===== config.mk =====
export PLATFORM = sky130hd
export DESIGN_NAME = line_sensor_pid_steering
export DESIGN_NICKNAME = d
export VERILOG_FILES = /design/src/design/lsps_pkg.sv /design/src/design/lsps_serial_mul.sv /design/src/design/lsps_wheel_clamp.sv /design/src/design/line_sensor_pid_steering.sv
export SDC_FILE = /design/constraint.sdc
export NUM_CORES = 1
export LEC_CHECK = 0
export BUFFER_PORTS_ARGS = -buffer_cell sky130_fd_sc_hd__buf_4
export CORE_ASPECT_RATIO = 0.9
export CORE_MARGIN = 2
export CORE_UTILIZATION = 60
export DETAILED_ROUTE_END_ITERATION = 6
export GPL_TIMING_DRIVEN = 0
export PLACE_DENSITY = 0.85
export SLEW_MARGIN = 10
export SYNTH_ARGS = -nofsm -noshare
export SYNTH_HDL_FRONTEND = slang
export SYNTH_SLANG_ARGS = --single-unit

===== constraint.sdc =====
create_clock -name i_clk -period 9.4 [get_ports i_clk]
set_clock_uncertainty 0.15 [all_clocks]
set_input_delay 0.94 -clock i_clk [delete_from_list [all_inputs] [get_ports i_clk]]
set_output_delay 0.94 -clock i_clk [all_outputs]
set_load 0.05 [all_outputs]

===== src/design/lsps_pkg.sv =====
// Package for the line sensor PID steering block: field widths, register
// reset values, register indexes, sequencer states and the line error table.
// No dependencies.
package lsps_pkg;

    localparam int SENSOR_W  = 5;
    localparam int IN_DATA_W = 8;
    localparam int GAIN_W    = 12;
    localparam int SPEED_W   = 12;
    localparam int LIMIT_W   = 8;
    localparam int ERR_W     = 3;
    localparam int DERIV_W   = 4;
    localparam int SUM_W     = 24;
    localparam int PD_W      = 16;
    localparam int PROD_W    = SUM_W + 1 + GAIN_W;
    localparam int CORR_W    = PROD_W + 1;
    localparam int RAW_W     = CORR_W + 1;
    localparam int OUT_DATA_W = 32;
    localparam int CFG_IDX_W = 8;
    localparam int CFG_DATA_W = 12;

    localparam logic [GAIN_W-1:0]  GAIN_P_RST     = 12'd160;
    localparam logic [GAIN_W-1:0]  GAIN_I_RST     = 12'd0;
    localparam logic [GAIN_W-1:0]  GAIN_D_RST     = 12'd96;
    localparam logic [SPEED_W-1:0] CRUISE_SPD_RST = 12'd480;
    localparam logic [SPEED_W-1:0] SPEED_MAX_RST  = 12'd1600;
    localparam logic [SPEED_W-1:0] SPEED_MIN_RST  = 12'd0;
    localparam logic [LIMIT_W-1:0] LOST_LIMIT_RST = 8'd24;
    localparam logic [LIMIT_W-1:0] DARK_MAX       = 8'd255;

    typedef enum logic [CFG_IDX_W-1:0] {
        CFG_GAIN_P     = 8'd0,
        CFG_GAIN_I     = 8'd1,
        CFG_GAIN_D     = 8'd2,
        CFG_CRUISE_SPD = 8'd3,
        CFG_SPEED_MAX  = 8'd4,
        CFG_SPEED_MIN  = 8'd5,
        CFG_LOST_LIMIT = 8'd6
    } t_cfg_idx;

    typedef enum logic [1:0] {
        ST_IDLE,
        ST_MUL,
        ST_ADD,
        ST_DONE
    } t_state;

    // weighted centroid, weights -2..2 from bit 0 up, truncated toward zero
    localparam logic signed [ERR_W-1:0] ERR_TABLE [32] = '{
        3'sd0,  -3'sd2, -3'sd1, -3'sd1,  3'sd0, -3'sd1,  3'sd0, -3'sd1,
        3'sd1,   3'sd0,  3'sd0,  3'sd0,  3'sd0,  3'sd0,  3'sd0,  3'sd0,
        3'sd2,   3'sd0,  3'sd0,  3'sd0,  3'sd1,  3'sd0,  3'sd0,  3'sd0,
        3'sd1,   3'sd0,  3'sd0,  3'sd0,  3'sd1,  3'sd0,  3'sd0,  3'sd0
    };

endpackage


===== src/design/lsps_serial_mul.sv =====
// Shift-add multiplier: signed multiplicand times unsigned multiplier,
// one multiplier bit per cycle. Depends on lsps_pkg for default widths.
module lsps_serial_mul #(
    parameter int A_W = lsps_pkg::SUM_W,
    parameter int B_W = lsps_pkg::GAIN_W
) (
    input  logic                       i_clk,
    input  logic                       i_rst_n,
    input  logic                       i_start,
    input  logic signed [A_W-1:0]      i_a,
    input  logic        [B_W-1:0]      i_b,
    output logic                       o_done,
    output logic signed [A_W+B_W:0]    o_prod
);

    localparam int CNT_W = (B_W > 1) ? $clog2(B_W) : 1;

    logic                 r_busy;
    logic                 r_done;
    logic [CNT_W-1:0]     r_cnt;
    logic signed [A_W-1:0] r_a;
    logic [B_W-1:0]       r_b;
    logic signed [A_W:0]  r_hi;
    logic [B_W-1:0]       r_lo;
    logic signed [A_W:0]  w_t;

    // partial sum with one guard bit; hi never exceeds |a| after the shift
    assign w_t = r_hi + (r_b[0] ? {r_a[A_W-1], r_a} : '0);

    always_ff @(posedge i_clk) begin
        if (!i_rst_n) begin
            r_busy <= 1'b0;
            r_done <= 1'b0;
            r_cnt  <= '0;
        end else begin
            r_done <= 1'b0;
            if (i_start) begin
                r_busy <= 1'b1;
                r_cnt  <= '0;
            end else if (r_busy) begin
                r_cnt <= r_cnt + 1'b1;
                if (r_cnt == CNT_W'(B_W - 1)) begin
                    r_busy <= 1'b0;
                    r_done <= 1'b1;
                end
            end
        end
    end

    always_ff @(posedge i_clk) begin
        if (i_start) begin
            r_a  <= i_a;
            r_b  <= i_b;
            r_hi <= '0;
            r_lo <= '0;
        end else if (r_busy) begin
            r_hi <= {w_t[A_W], w_t[A_W:1]};
            r_lo <= {w_t[0], r_lo[B_W-1:1]};
            r_b  <= r_b >> 1;
        end
    end

    assign o_done = r_done;
    assign o_prod = {r_hi, r_lo};

endmodule


===== src/design/lsps_wheel_clamp.sv =====
// Wheel drive: signed raw speed to reverse flag and clamped magnitude.
// Depends on lsps_pkg for widths.
module lsps_wheel_clamp (
    input  logic signed [lsps_pkg::RAW_W-1:0]   i_raw,
    input  logic        [lsps_pkg::SPEED_W-1:0] i_speed_max,
    input  logic        [lsps_pkg::SPEED_W-1:0] i_speed_min,
    output logic        [lsps_pkg::SPEED_W-1:0] o_speed,
    output logic                                o_reverse
);

    localparam int RAW_W = lsps_pkg::RAW_W;

    logic [RAW_W-1:0]             w_mag;
    logic [lsps_pkg::SPEED_W-1:0] w_lim;

    always_comb begin
        o_reverse = i_raw[RAW_W-1];
        w_mag     = o_reverse ? RAW_W'(-i_raw) : RAW_W'(i_raw);
        // limit to max first, then raise to min
        if (w_mag > RAW_W'(i_speed_max)) begin
            w_lim = i_speed_max;
        end else begin
            w_lim = w_mag[lsps_pkg::SPEED_W-1:0];
        end
        if (w_lim < i_speed_min) begin
            o_speed = i_speed_min;
        end else begin
            o_speed = w_lim;
        end
    end

endmodule


===== src/design/line_sensor_pid_steering.sv =====
// Top level of the line sensor PID steering block: config registers,
// PID state, sequencer and output register.
// Depends on lsps_pkg, lsps_serial_mul and lsps_wheel_clamp.
//
// Usage:
//  - Slave stream (s_tvalid/s_tready/s_tdata): one transfer per control
//    tick, s_tdata[4:0] = sensor bits. s_tready is high only while the
//    sequencer is idle.
//  - Master stream (m_tvalid/m_tready/m_tdata): one result per tick, held
//    in an output register until taken. The next tick is accepted while a
//    result still waits; if it finishes before the old one is taken, the
//    sequencer holds in its final state until the output register frees.
//  - Config channel (i_cfg_valid/o_cfg_ready/i_cfg_index/i_cfg_data):
//    always ready; index 0..6 = gain_p, gain_i, gain_d, cruise speed,
//    speed_max, speed_min, lost_limit. Other indexes are ignored.
//  - Sequence: the integral term gain_i*error_sum is formed by a shift-add
//    multiplier taking one gain_i bit per cycle (12 steps); then come the
//    correction add, the wheel add and the clamp/output load, in that order.
//    A new tick is taken only after the result of the last one is loaded
//    into the output register, when s_tready returns.
//  - Reset (synchronous, active low): registers to their defaults, PID
//    state and dark counter to zero, no result pending.
module line_sensor_pid_steering (
    input  logic        i_clk,
    input  logic        i_rst_n,
    // config write channel
    input  logic        i_cfg_valid,
    output logic        o_cfg_ready,
    input  logic [lsps_pkg::CFG_IDX_W-1:0]  i_cfg_index,
    input  logic [lsps_pkg::CFG_DATA_W-1:0] i_cfg_data,
    // input stream
    input  logic        s_tvalid,
    output logic        s_tready,
    // [4:0] sensor_bits, [7:5] unused
    input  logic [lsps_pkg::IN_DATA_W-1:0]  s_tdata,
    // output stream
    output logic        m_tvalid,
    input  logic        m_tready,
    // [11:0] left wheel magnitude, [12] left_reverse, [24:13] right wheel
    // magnitude, [25] right_reverse, [28:26] line_error, [29] corner_seen,
    // [31:30] zero
    output logic [lsps_pkg::OUT_DATA_W-1:0] m_tdata
);

    localparam int SUM_W   = lsps_pkg::SUM_W;
    localparam int ERR_W   = lsps_pkg::ERR_W;
    localparam int DERIV_W = lsps_pkg::DERIV_W;
    localparam int PD_W    = lsps_pkg::PD_W;
    localparam int PROD_W  = lsps_pkg::PROD_W;
    localparam int CORR_W  = lsps_pkg::CORR_W;
    localparam int RAW_W   = lsps_pkg::RAW_W;
    localparam int SPEED_W = lsps_pkg::SPEED_W;

    localparam logic signed [SUM_W:0] SUM_HI = (SUM_W+1)'(2**(SUM_W-1) - 1);
    localparam logic signed [SUM_W:0] SUM_LO = -(SUM_W+1)'(2**(SUM_W-1));

    // config registers
    logic [lsps_pkg::GAIN_W-1:0]  r_gain_p, r_gain_i, r_gain_d;
    logic [SPEED_W-1:0]           r_cruise_spd, r_speed_max, r_speed_min;
    logic [lsps_pkg::LIMIT_W-1:0] r_lost_limit;

    // PID and corner state
    logic signed [SUM_W-1:0]      r_err_sum;
    logic signed [ERR_W-1:0]      r_prev_err;
    logic [lsps_pkg::LIMIT_W-1:0] r_dark_run;

    // per-tick working registers
    logic signed [ERR_W-1:0]  r_err;
    logic                     r_corner;
    logic signed [PD_W-1:0]   r_pd;
    logic signed [CORR_W-1:0] r_corr;
    logic signed [RAW_W-1:0]  r_left_raw, r_right_raw;

    lsps_pkg::t_state r_state, n_state;

    logic                        r_m_tvalid;
    logic [lsps_pkg::OUT_DATA_W-1:0] r_m_tdata;

    // accept-cycle logic
    logic                         w_accept;
    logic                         w_load;
    logic signed [ERR_W-1:0]      w_err;
    logic signed [DERIV_W-1:0]    w_deriv;
    logic signed [SUM_W:0]        w_sum_wide;
    logic signed [SUM_W-1:0]      w_sum;
    logic [lsps_pkg::LIMIT_W-1:0] w_dark;
    logic signed [PD_W-1:0]       w_pterm, w_dterm;

    logic                         w_mul_done;
    logic signed [PROD_W-1:0]     w_prod;

    logic [SPEED_W-1:0] w_left_mag, w_right_mag;
    logic               w_left_rev, w_right_rev;

    assign o_cfg_ready = 1'b1;
    assign s_tready    = (r_state == lsps_pkg::ST_IDLE);
    assign w_accept    = s_tvalid && s_tready;

    assign w_err   = lsps_pkg::ERR_TABLE[s_tdata[lsps_pkg::SENSOR_W-1:0]];
    assign w_deriv = DERIV_W'(w_err) - DERIV_W'(r_prev_err);

    // integral saturates at the 24-bit signed limits
    always_comb begin
        w_sum_wide = (SUM_W+1)'(r_err_sum) + (SUM_W+1)'(w_err);
        if (w_sum_wide > SUM_HI) begin
            w_sum = SUM_HI[SUM_W-1:0];
        end else if (w_sum_wide < SUM_LO) begin
            w_sum = SUM_LO[SUM_W-1:0];
        end else begin
            w_sum = w_sum_wide[SUM_W-1:0];
        end
    end

    // dark run counter, saturating, cleared by any lit sensor
    always_comb begin
        if (s_tdata[lsps_pkg::SENSOR_W-1:0] != '0) begin
            w_dark = '0;
        end else if (r_dark_run != lsps_pkg::DARK_MAX) begin
            w_dark = r_dark_run + 1'b1;
        end else begin
            w_dark = r_dark_run;
        end
    end

    // small P and D products: 12-bit gain times 3- or 4-bit signed value
    assign w_pterm = PD_W'($signed({1'b0, r_gain_p})) * PD_W'(w_err);
    assign w_dterm = PD_W'($signed({1'b0, r_gain_d})) * PD_W'(w_deriv);

    // config writes
    always_ff @(posedge i_clk) begin
        if (!i_rst_n) begin
            r_gain_p     <= lsps_pkg::GAIN_P_RST;
            r_gain_i     <= lsps_pkg::GAIN_I_RST;
            r_gain_d     <= lsps_pkg::GAIN_D_RST;
            r_cruise_spd <= lsps_pkg::CRUISE_SPD_RST;
            r_speed_max  <= lsps_pkg::SPEED_MAX_RST;
            r_speed_min  <= lsps_pkg::SPEED_MIN_RST;
            r_lost_limit <= lsps_pkg::LOST_LIMIT_RST;
        end else if (i_cfg_valid) begin
            unique case (i_cfg_index)
                lsps_pkg::CFG_GAIN_P:     r_gain_p     <= i_cfg_data;
                lsps_pkg::CFG_GAIN_I:     r_gain_i     <= i_cfg_data;
                lsps_pkg::CFG_GAIN_D:     r_gain_d     <= i_cfg_data;
                lsps_pkg::CFG_CRUISE_SPD: r_cruise_spd <= i_cfg_data;
                lsps_pkg::CFG_SPEED_MAX:  r_speed_max  <= i_cfg_data;
                lsps_pkg::CFG_SPEED_MIN:  r_speed_min  <= i_cfg_data;
                lsps_pkg::CFG_LOST_LIMIT: r_lost_limit <= i_cfg_data[lsps_pkg::LIMIT_W-1:0];
                default: ;
            endcase
        end
    end

    // PID state updates on every accepted tick
    always_ff @(posedge i_clk) begin
        if (!i_rst_n) begin
            r_err_sum  <= '0;
            r_prev_err <= '0;
            r_dark_run <= '0;
        end else if (w_accept) begin
            r_err_sum  <= w_sum;
            r_prev_err <= w_err;
            r_dark_run <= w_dark;
        end
    end

    // working registers along the sequence
    always_ff @(posedge i_clk) begin
        if (w_accept) begin
            r_err    <= w_err;
            r_corner <= (w_dark >= r_lost_limit);
            r_pd     <= w_pterm + w_dterm;
        end
        if (r_state == lsps_pkg::ST_MUL && w_mul_done) begin
            r_corr <= CORR_W'(w_prod) + CORR_W'(r_pd);
        end
        if (r_state == lsps_pkg::ST_ADD) begin
            r_left_raw  <= RAW_W'(r_cruise_spd) + RAW_W'(r_corr);
            r_right_raw <= RAW_W'(r_cruise_spd) - RAW_W'(r_corr);
        end
    end

    lsps_serial_mul #(
        .A_W (lsps_pkg::SUM_W),
        .B_W (lsps_pkg::GAIN_W)
    ) u_mul (
        .i_clk   (i_clk),
        .i_rst_n (i_rst_n),
        .i_start (w_accept),
        .i_a     (w_sum),
        .i_b     (r_gain_i),
        .o_done  (w_mul_done),
        .o_prod  (w_prod)
    );

    lsps_wheel_clamp u_left (
        .i_raw       (r_left_raw),
        .i_speed_max (r_speed_max),
        .i_speed_min (r_speed_min),
        .o_speed     (w_left_mag),
        .o_reverse   (w_left_rev)
    );

    lsps_wheel_clamp u_right (
        .i_raw       (r_right_raw),
        .i_speed_max (r_speed_max),
        .i_speed_min (r_speed_min),
        .o_speed     (w_right_mag),
        .o_reverse   (w_right_rev)
    );

    // sequencer
    always_ff @(posedge i_clk) begin
        if (!i_rst_n) begin
            r_state <= lsps_pkg::ST_IDLE;
        end else begin
            r_state <= n_state;
        end
    end

    always_comb begin
        n_state = r_state;
        w_load  = 1'b0;
        unique case (r_state)
            lsps_pkg::ST_IDLE: begin
                if (w_accept) n_state = lsps_pkg::ST_MUL;
            end
            lsps_pkg::ST_MUL: begin
                if (w_mul_done) n_state = lsps_pkg::ST_ADD;
            end
            lsps_pkg::ST_ADD: begin
                n_state = lsps_pkg::ST_DONE;
            end
            lsps_pkg::ST_DONE: begin
                // wait here while an older result is still stalled
                if (!r_m_tvalid || m_tready) begin
                    w_load  = 1'b1;
                    n_state = lsps_pkg::ST_IDLE;
                end
            end
            default: n_state = lsps_pkg::ST_IDLE;
        endcase
    end

    // output register
    always_ff @(posedge i_clk) begin
        if (!i_rst_n) begin
            r_m_tvalid <= 1'b0;
        end else if (w_load) begin
            r_m_tvalid <= 1'b1;
        end else if (m_tready) begin
            r_m_tvalid <= 1'b0;
        end
    end

    always_ff @(posedge i_clk) begin
        if (w_load) begin
            r_m_tdata <= {2'b00, r_corner, r_err, w_right_rev, w_right_mag,
                          w_left_rev, w_left_mag};
        end
    end

    assign m_tvalid = r_m_tvalid;
    assign m_tdata  = r_m_tdata;

endmodule


==> results.json <==
{
  "track_usage_pct": 29.05,
  "cp.required_ns": 9.52,
  "setup_violations": 0,
  "synth_simple_gate_area_share_pct": 18.75,
  "arrival_ns": 8.81,
  "root_buffer": "clkbuf_16",
  "regToRegSetupSlack_ns": 0.88,
  "area_growth_pct": 9.876,
  "ys_seq_area_share_pct": 35.94,
  "place_ws_ns": 0.01971,
  "synth_top_family_by_area": "simple AND/OR/NAND/NOR gates",
  "achievable-frequency_mhz": 115.1,
  "grt_antenna_before_repair": 0,
  "synth_warnings": 0,
  "cts_buffers": 38,
  "place_congestion": 0.9541,
  "grt_max_degree": 72,
  "combinationalPowerShare_pct": 42.0,
  "hpwl_um": 49660,
  "finish.utilization_pct": 66.84,
  "status": "completed",
  "slowest_stage": "a211oi_1",
  "htreeDepth": 2,
  "synthAdderAreaFrac_pct": 15.36,
  "avgSynthCellArea_um2": 9.182,
  "cp_slowest_stage_delay_ns": 0.67,
  "sequentialPowerShare_pct": 35.4,
  "fin_crit_sh_pct": 92.46,
  "finalWorstSetupSlack_ns": 0.7086,
  "leakage_uw": 0.01135,
  "switching_share_pct": 38.75,
  "synthFlopType": "edfxtp_1",
  "power.switching_uw": 2594,
  "nets": 3180,
  "io_buffer_count": 61,
  "synth-compound-area-share_pct": 14.23,
  "path_common_cell": "fa_1",
  "slew_violations": 0,
  "intPower_uw": 4099,
  "peakVddDrop_uv": 194.7,
  "drt_pass1_iterations": 6,
  "synthMuxAreaShare_pct": 5.014,
  "power.share.clock_pct": 22.7,
  "drive_gt1_share_pct": 6.573,
  "hold_viol": 0,
  "worst-path-max-fanout": 12,
  "postCtsSetupRepairBufs": 0,
  "synth_edf_count": 198,
  "die_area_um2": 44090,
  "syn_inst": 2772,
  "path_clk_slew_ns": 0.07,
  "vias": 21200,
  "netlist_area_um2": 25450,
  "r2r_cells": 26,
  "dieWidth_um": 221.1,
  "die_h_um": 199.4,
  "fin_crit_ns": 8.691,
  "overflow": 0,
  "synth.distinct_cells": 80,
  "cp-end-kind": "register",
  "wire_per_inst_um": 18.82,
  "ios": 68,
  "via_per_inst": 6.136,
  "grt_pass1_vias": 20690,
  "rsz0062_at_grt": "false",
  "grt_pass1_wl_um": 104400,
  "drt-total-wl_um": 64990,
  "finalPower_uw": 6693,
  "drt_iter0_markers": 1723,
  "row_count": 71,
  "worst_slew_pin_slew_ns": 1.127,
  "cts_tree": "built",
  "core-area_um2": 41840,
  "final.setup.tns_ns": 0,
  "maxSlewHeadroom_pct": 24.17,
  "hold_path_class": "register to register",
  "clk_path_buf_depth": 3,
  "holdBufCountCts": 0,
  "postSynthRegisterBits": 358,
  "max_cap_violations": 0,
  "synthArstFlopShare_pct": 0,
  "cp-start-kind": "input port",
  "cts.sinks": 358,
  "drc_errors": 0,
  "clk_latency_ns": 0.54,
  "ant_nets": 0,
  "synthXorXnorAreaFrac_pct": 6.056,
  "worst-setup-path-type": "input port to register",
  "hold_depth": 0,
  "initial_core_util_pct": 60.83,
  "cellPowerDensity_nw_per_um2": 239.3
}
==> critical path, delay by kind of cell <==
family,cells,cell delay (ns)
fa+ha+maj,6,3.05
buf+inv,5,1.38
xor+xnor,2,0.51
simple gates,2,0.54
compound gates,10,2.39
==> placed cells by master, fill, tap and decap left out, types with 20 or more instances in the layout <==
master | netlist | routed
ha_1 | 206 | 205
fa_1 | 63 | 63
or3_1 | 21 | 21
nor2_1 | 259 | 259
nand4_1 | 39 | 39
o21bai_1 | 21 | 21
a31oi_1 | 26 | 26
nand2b_1 | 39 | 39
inv_1 | 200 | 199
xnor2_1 | 141 | 141
xor2_1 | 35 | 35
and3_1 | 23 | 23
clkbuf_16 | 0 | 42
clkbuf_1 | 92 | 96
a21oi_1 | 175 | 175
nor2b_1 | 52 | 51
mux2i_1 | 93 | 93
buf_4 | 3 | 64
nand3_1 | 72 | 72
o21ai_0 | 94 | 94
nor4_1 | 31 | 31
nand2_1 | 242 | 242
edfxtp_1 | 198 | 198
dfxtp_1 | 160 | 160
o21a_1 | 20 | 20
and2_1 | 69 | 68
a211oi_1 | 26 | 26
a21o_1 | 51 | 51
nor3_1 | 62 | 62
a21boi_0 | 21 | 21
==> registers in the layout, summed over array words and instances, names as in the netlist, 4 cells and up <==
name,count
m_tdata,30
r_corr,37
r_cruise_spd,12
r_dark_run,8
r_err_sum,24
r_gain_d,12
r_gain_i,12
r_gain_p,12
r_left_raw,38
r_lost_limit,8
r_pd,16
r_right_raw,37
r_speed_max,12
r_speed_min,12
u_mul.r_a,24
u_mul.r_b,12
u_mul.r_cnt,4
u_mul.r_hi,24
u_mul.r_lo,12
==> logic make-up after synthesis <==
| family | count (synthesis) |
|---|---|
| AO/OA/AOI/OAI | 558 |
| XOR/XNOR | 176 |
| adder cells (fa/ha/maj) | 276 |
| buffers and inverters | 308 |
| flip-flops | 358 |
| multiplexers | 120 |
| other | 2 |
| AND/OR/NAND/NOR | 974 |
==> area by class of cell <==
cell class / count / area, um2
multi-input cells: 2107 / 15150
fillers: 3181 / 13870
flip-flops and latches: 358 / 9149
clock buffers: 49 / 1097
inverters: 200 / 754.5
well taps: 547 / 684.4
repair buffers: 64 / 533.0
plain buffers: 108 / 429.2
clock inverters: 19 / 160.2
repair inverters: 1 / 5.005
diodes: 1 / 2.502
==> metal layers <==
metal | GRT usage, % | up-vias | share of wire, %
met5 | 0 | - | 0
li1 | - | 10090 | -
met1 | 37.11 | 10090 | 42
met3 | 3.661 | 173 | 6.6
met2 | 50.32 | 844 | 48
met4 | 11.71 | 0 | 3.7
==> cells in the mapped netlist, drive strengths merged, types with 31 or more instances <==
| master | number | share of area [%] |
|---|---|---|
| a21o | 51 | 1.5 |
| a21oi | 176 | 3.5 |
| and2 | 69 | 1.7 |
| clkbuf | 92 | 1.4 |
| dfxtp | 160 | 13 |
| edfxtp | 198 | 23 |
| fa | 63 | 5.0 |
| ha | 206 | 10 |
| inv | 200 | 2.9 |
| mux2i | 93 | 3.7 |
| nand2 | 242 | 3.6 |
| nand2b | 39 | 0.96 |
| nand3 | 72 | 1.4 |
| nand4 | 39 | 0.96 |
| nor2 | 259 | 3.8 |
| nor2b | 52 | 1.3 |
| nor3 | 63 | 1.3 |
| nor4 | 31 | 0.76 |
| o21ai | 96 | 1.9 |
| xnor2 | 141 | 4.9 |
| xor2 | 35 | 1.2 |
==> power groups by stage <==
stage	registers, uW	clock network, uW	logic, uW
floorplan	2350	0	2050
global placement	2390	0	2590
detailed placement	2390	0	2740
CTS	2360	1540	2780
global route	2400	1590	3100
finish	2370	1520	2810
==> stage by stage <==
| step | cell area (um2) | std cells | hold WS (ns) |
|---|---|---|---|
| after floorplan | 25460 | 2773 | 0.2503 |
| final | 27970 | 3454 | 0.2864 |
| after global routing | 27960 | 3453 | 0.3001 |
| after global placement | 26600 | 3381 | 0.2689 |
| after detailed placement | 26700 | 3384 | 0.2721 |
| after CTS | 27950 | 3452 | 0.2864 |
==> final timing paths <==
| path | from | to |
|---|---|---|
| worst max-delay path | s_tdata[0] | r_pd[14] |
| worst min-delay path | r_err[0] | m_tdata[26] |
| worst max register to register | r_right_raw[37] | m_tdata[22] |
| worst min register to register | r_err[0] | m_tdata[26] |
==> timing repair <==
action	in CTS	in global routing
hold endpoints to repair	0	0
endpoints found under the setup margin	0	1
gates resized for setup	0	3
Power figures use the tool's default switching activity.
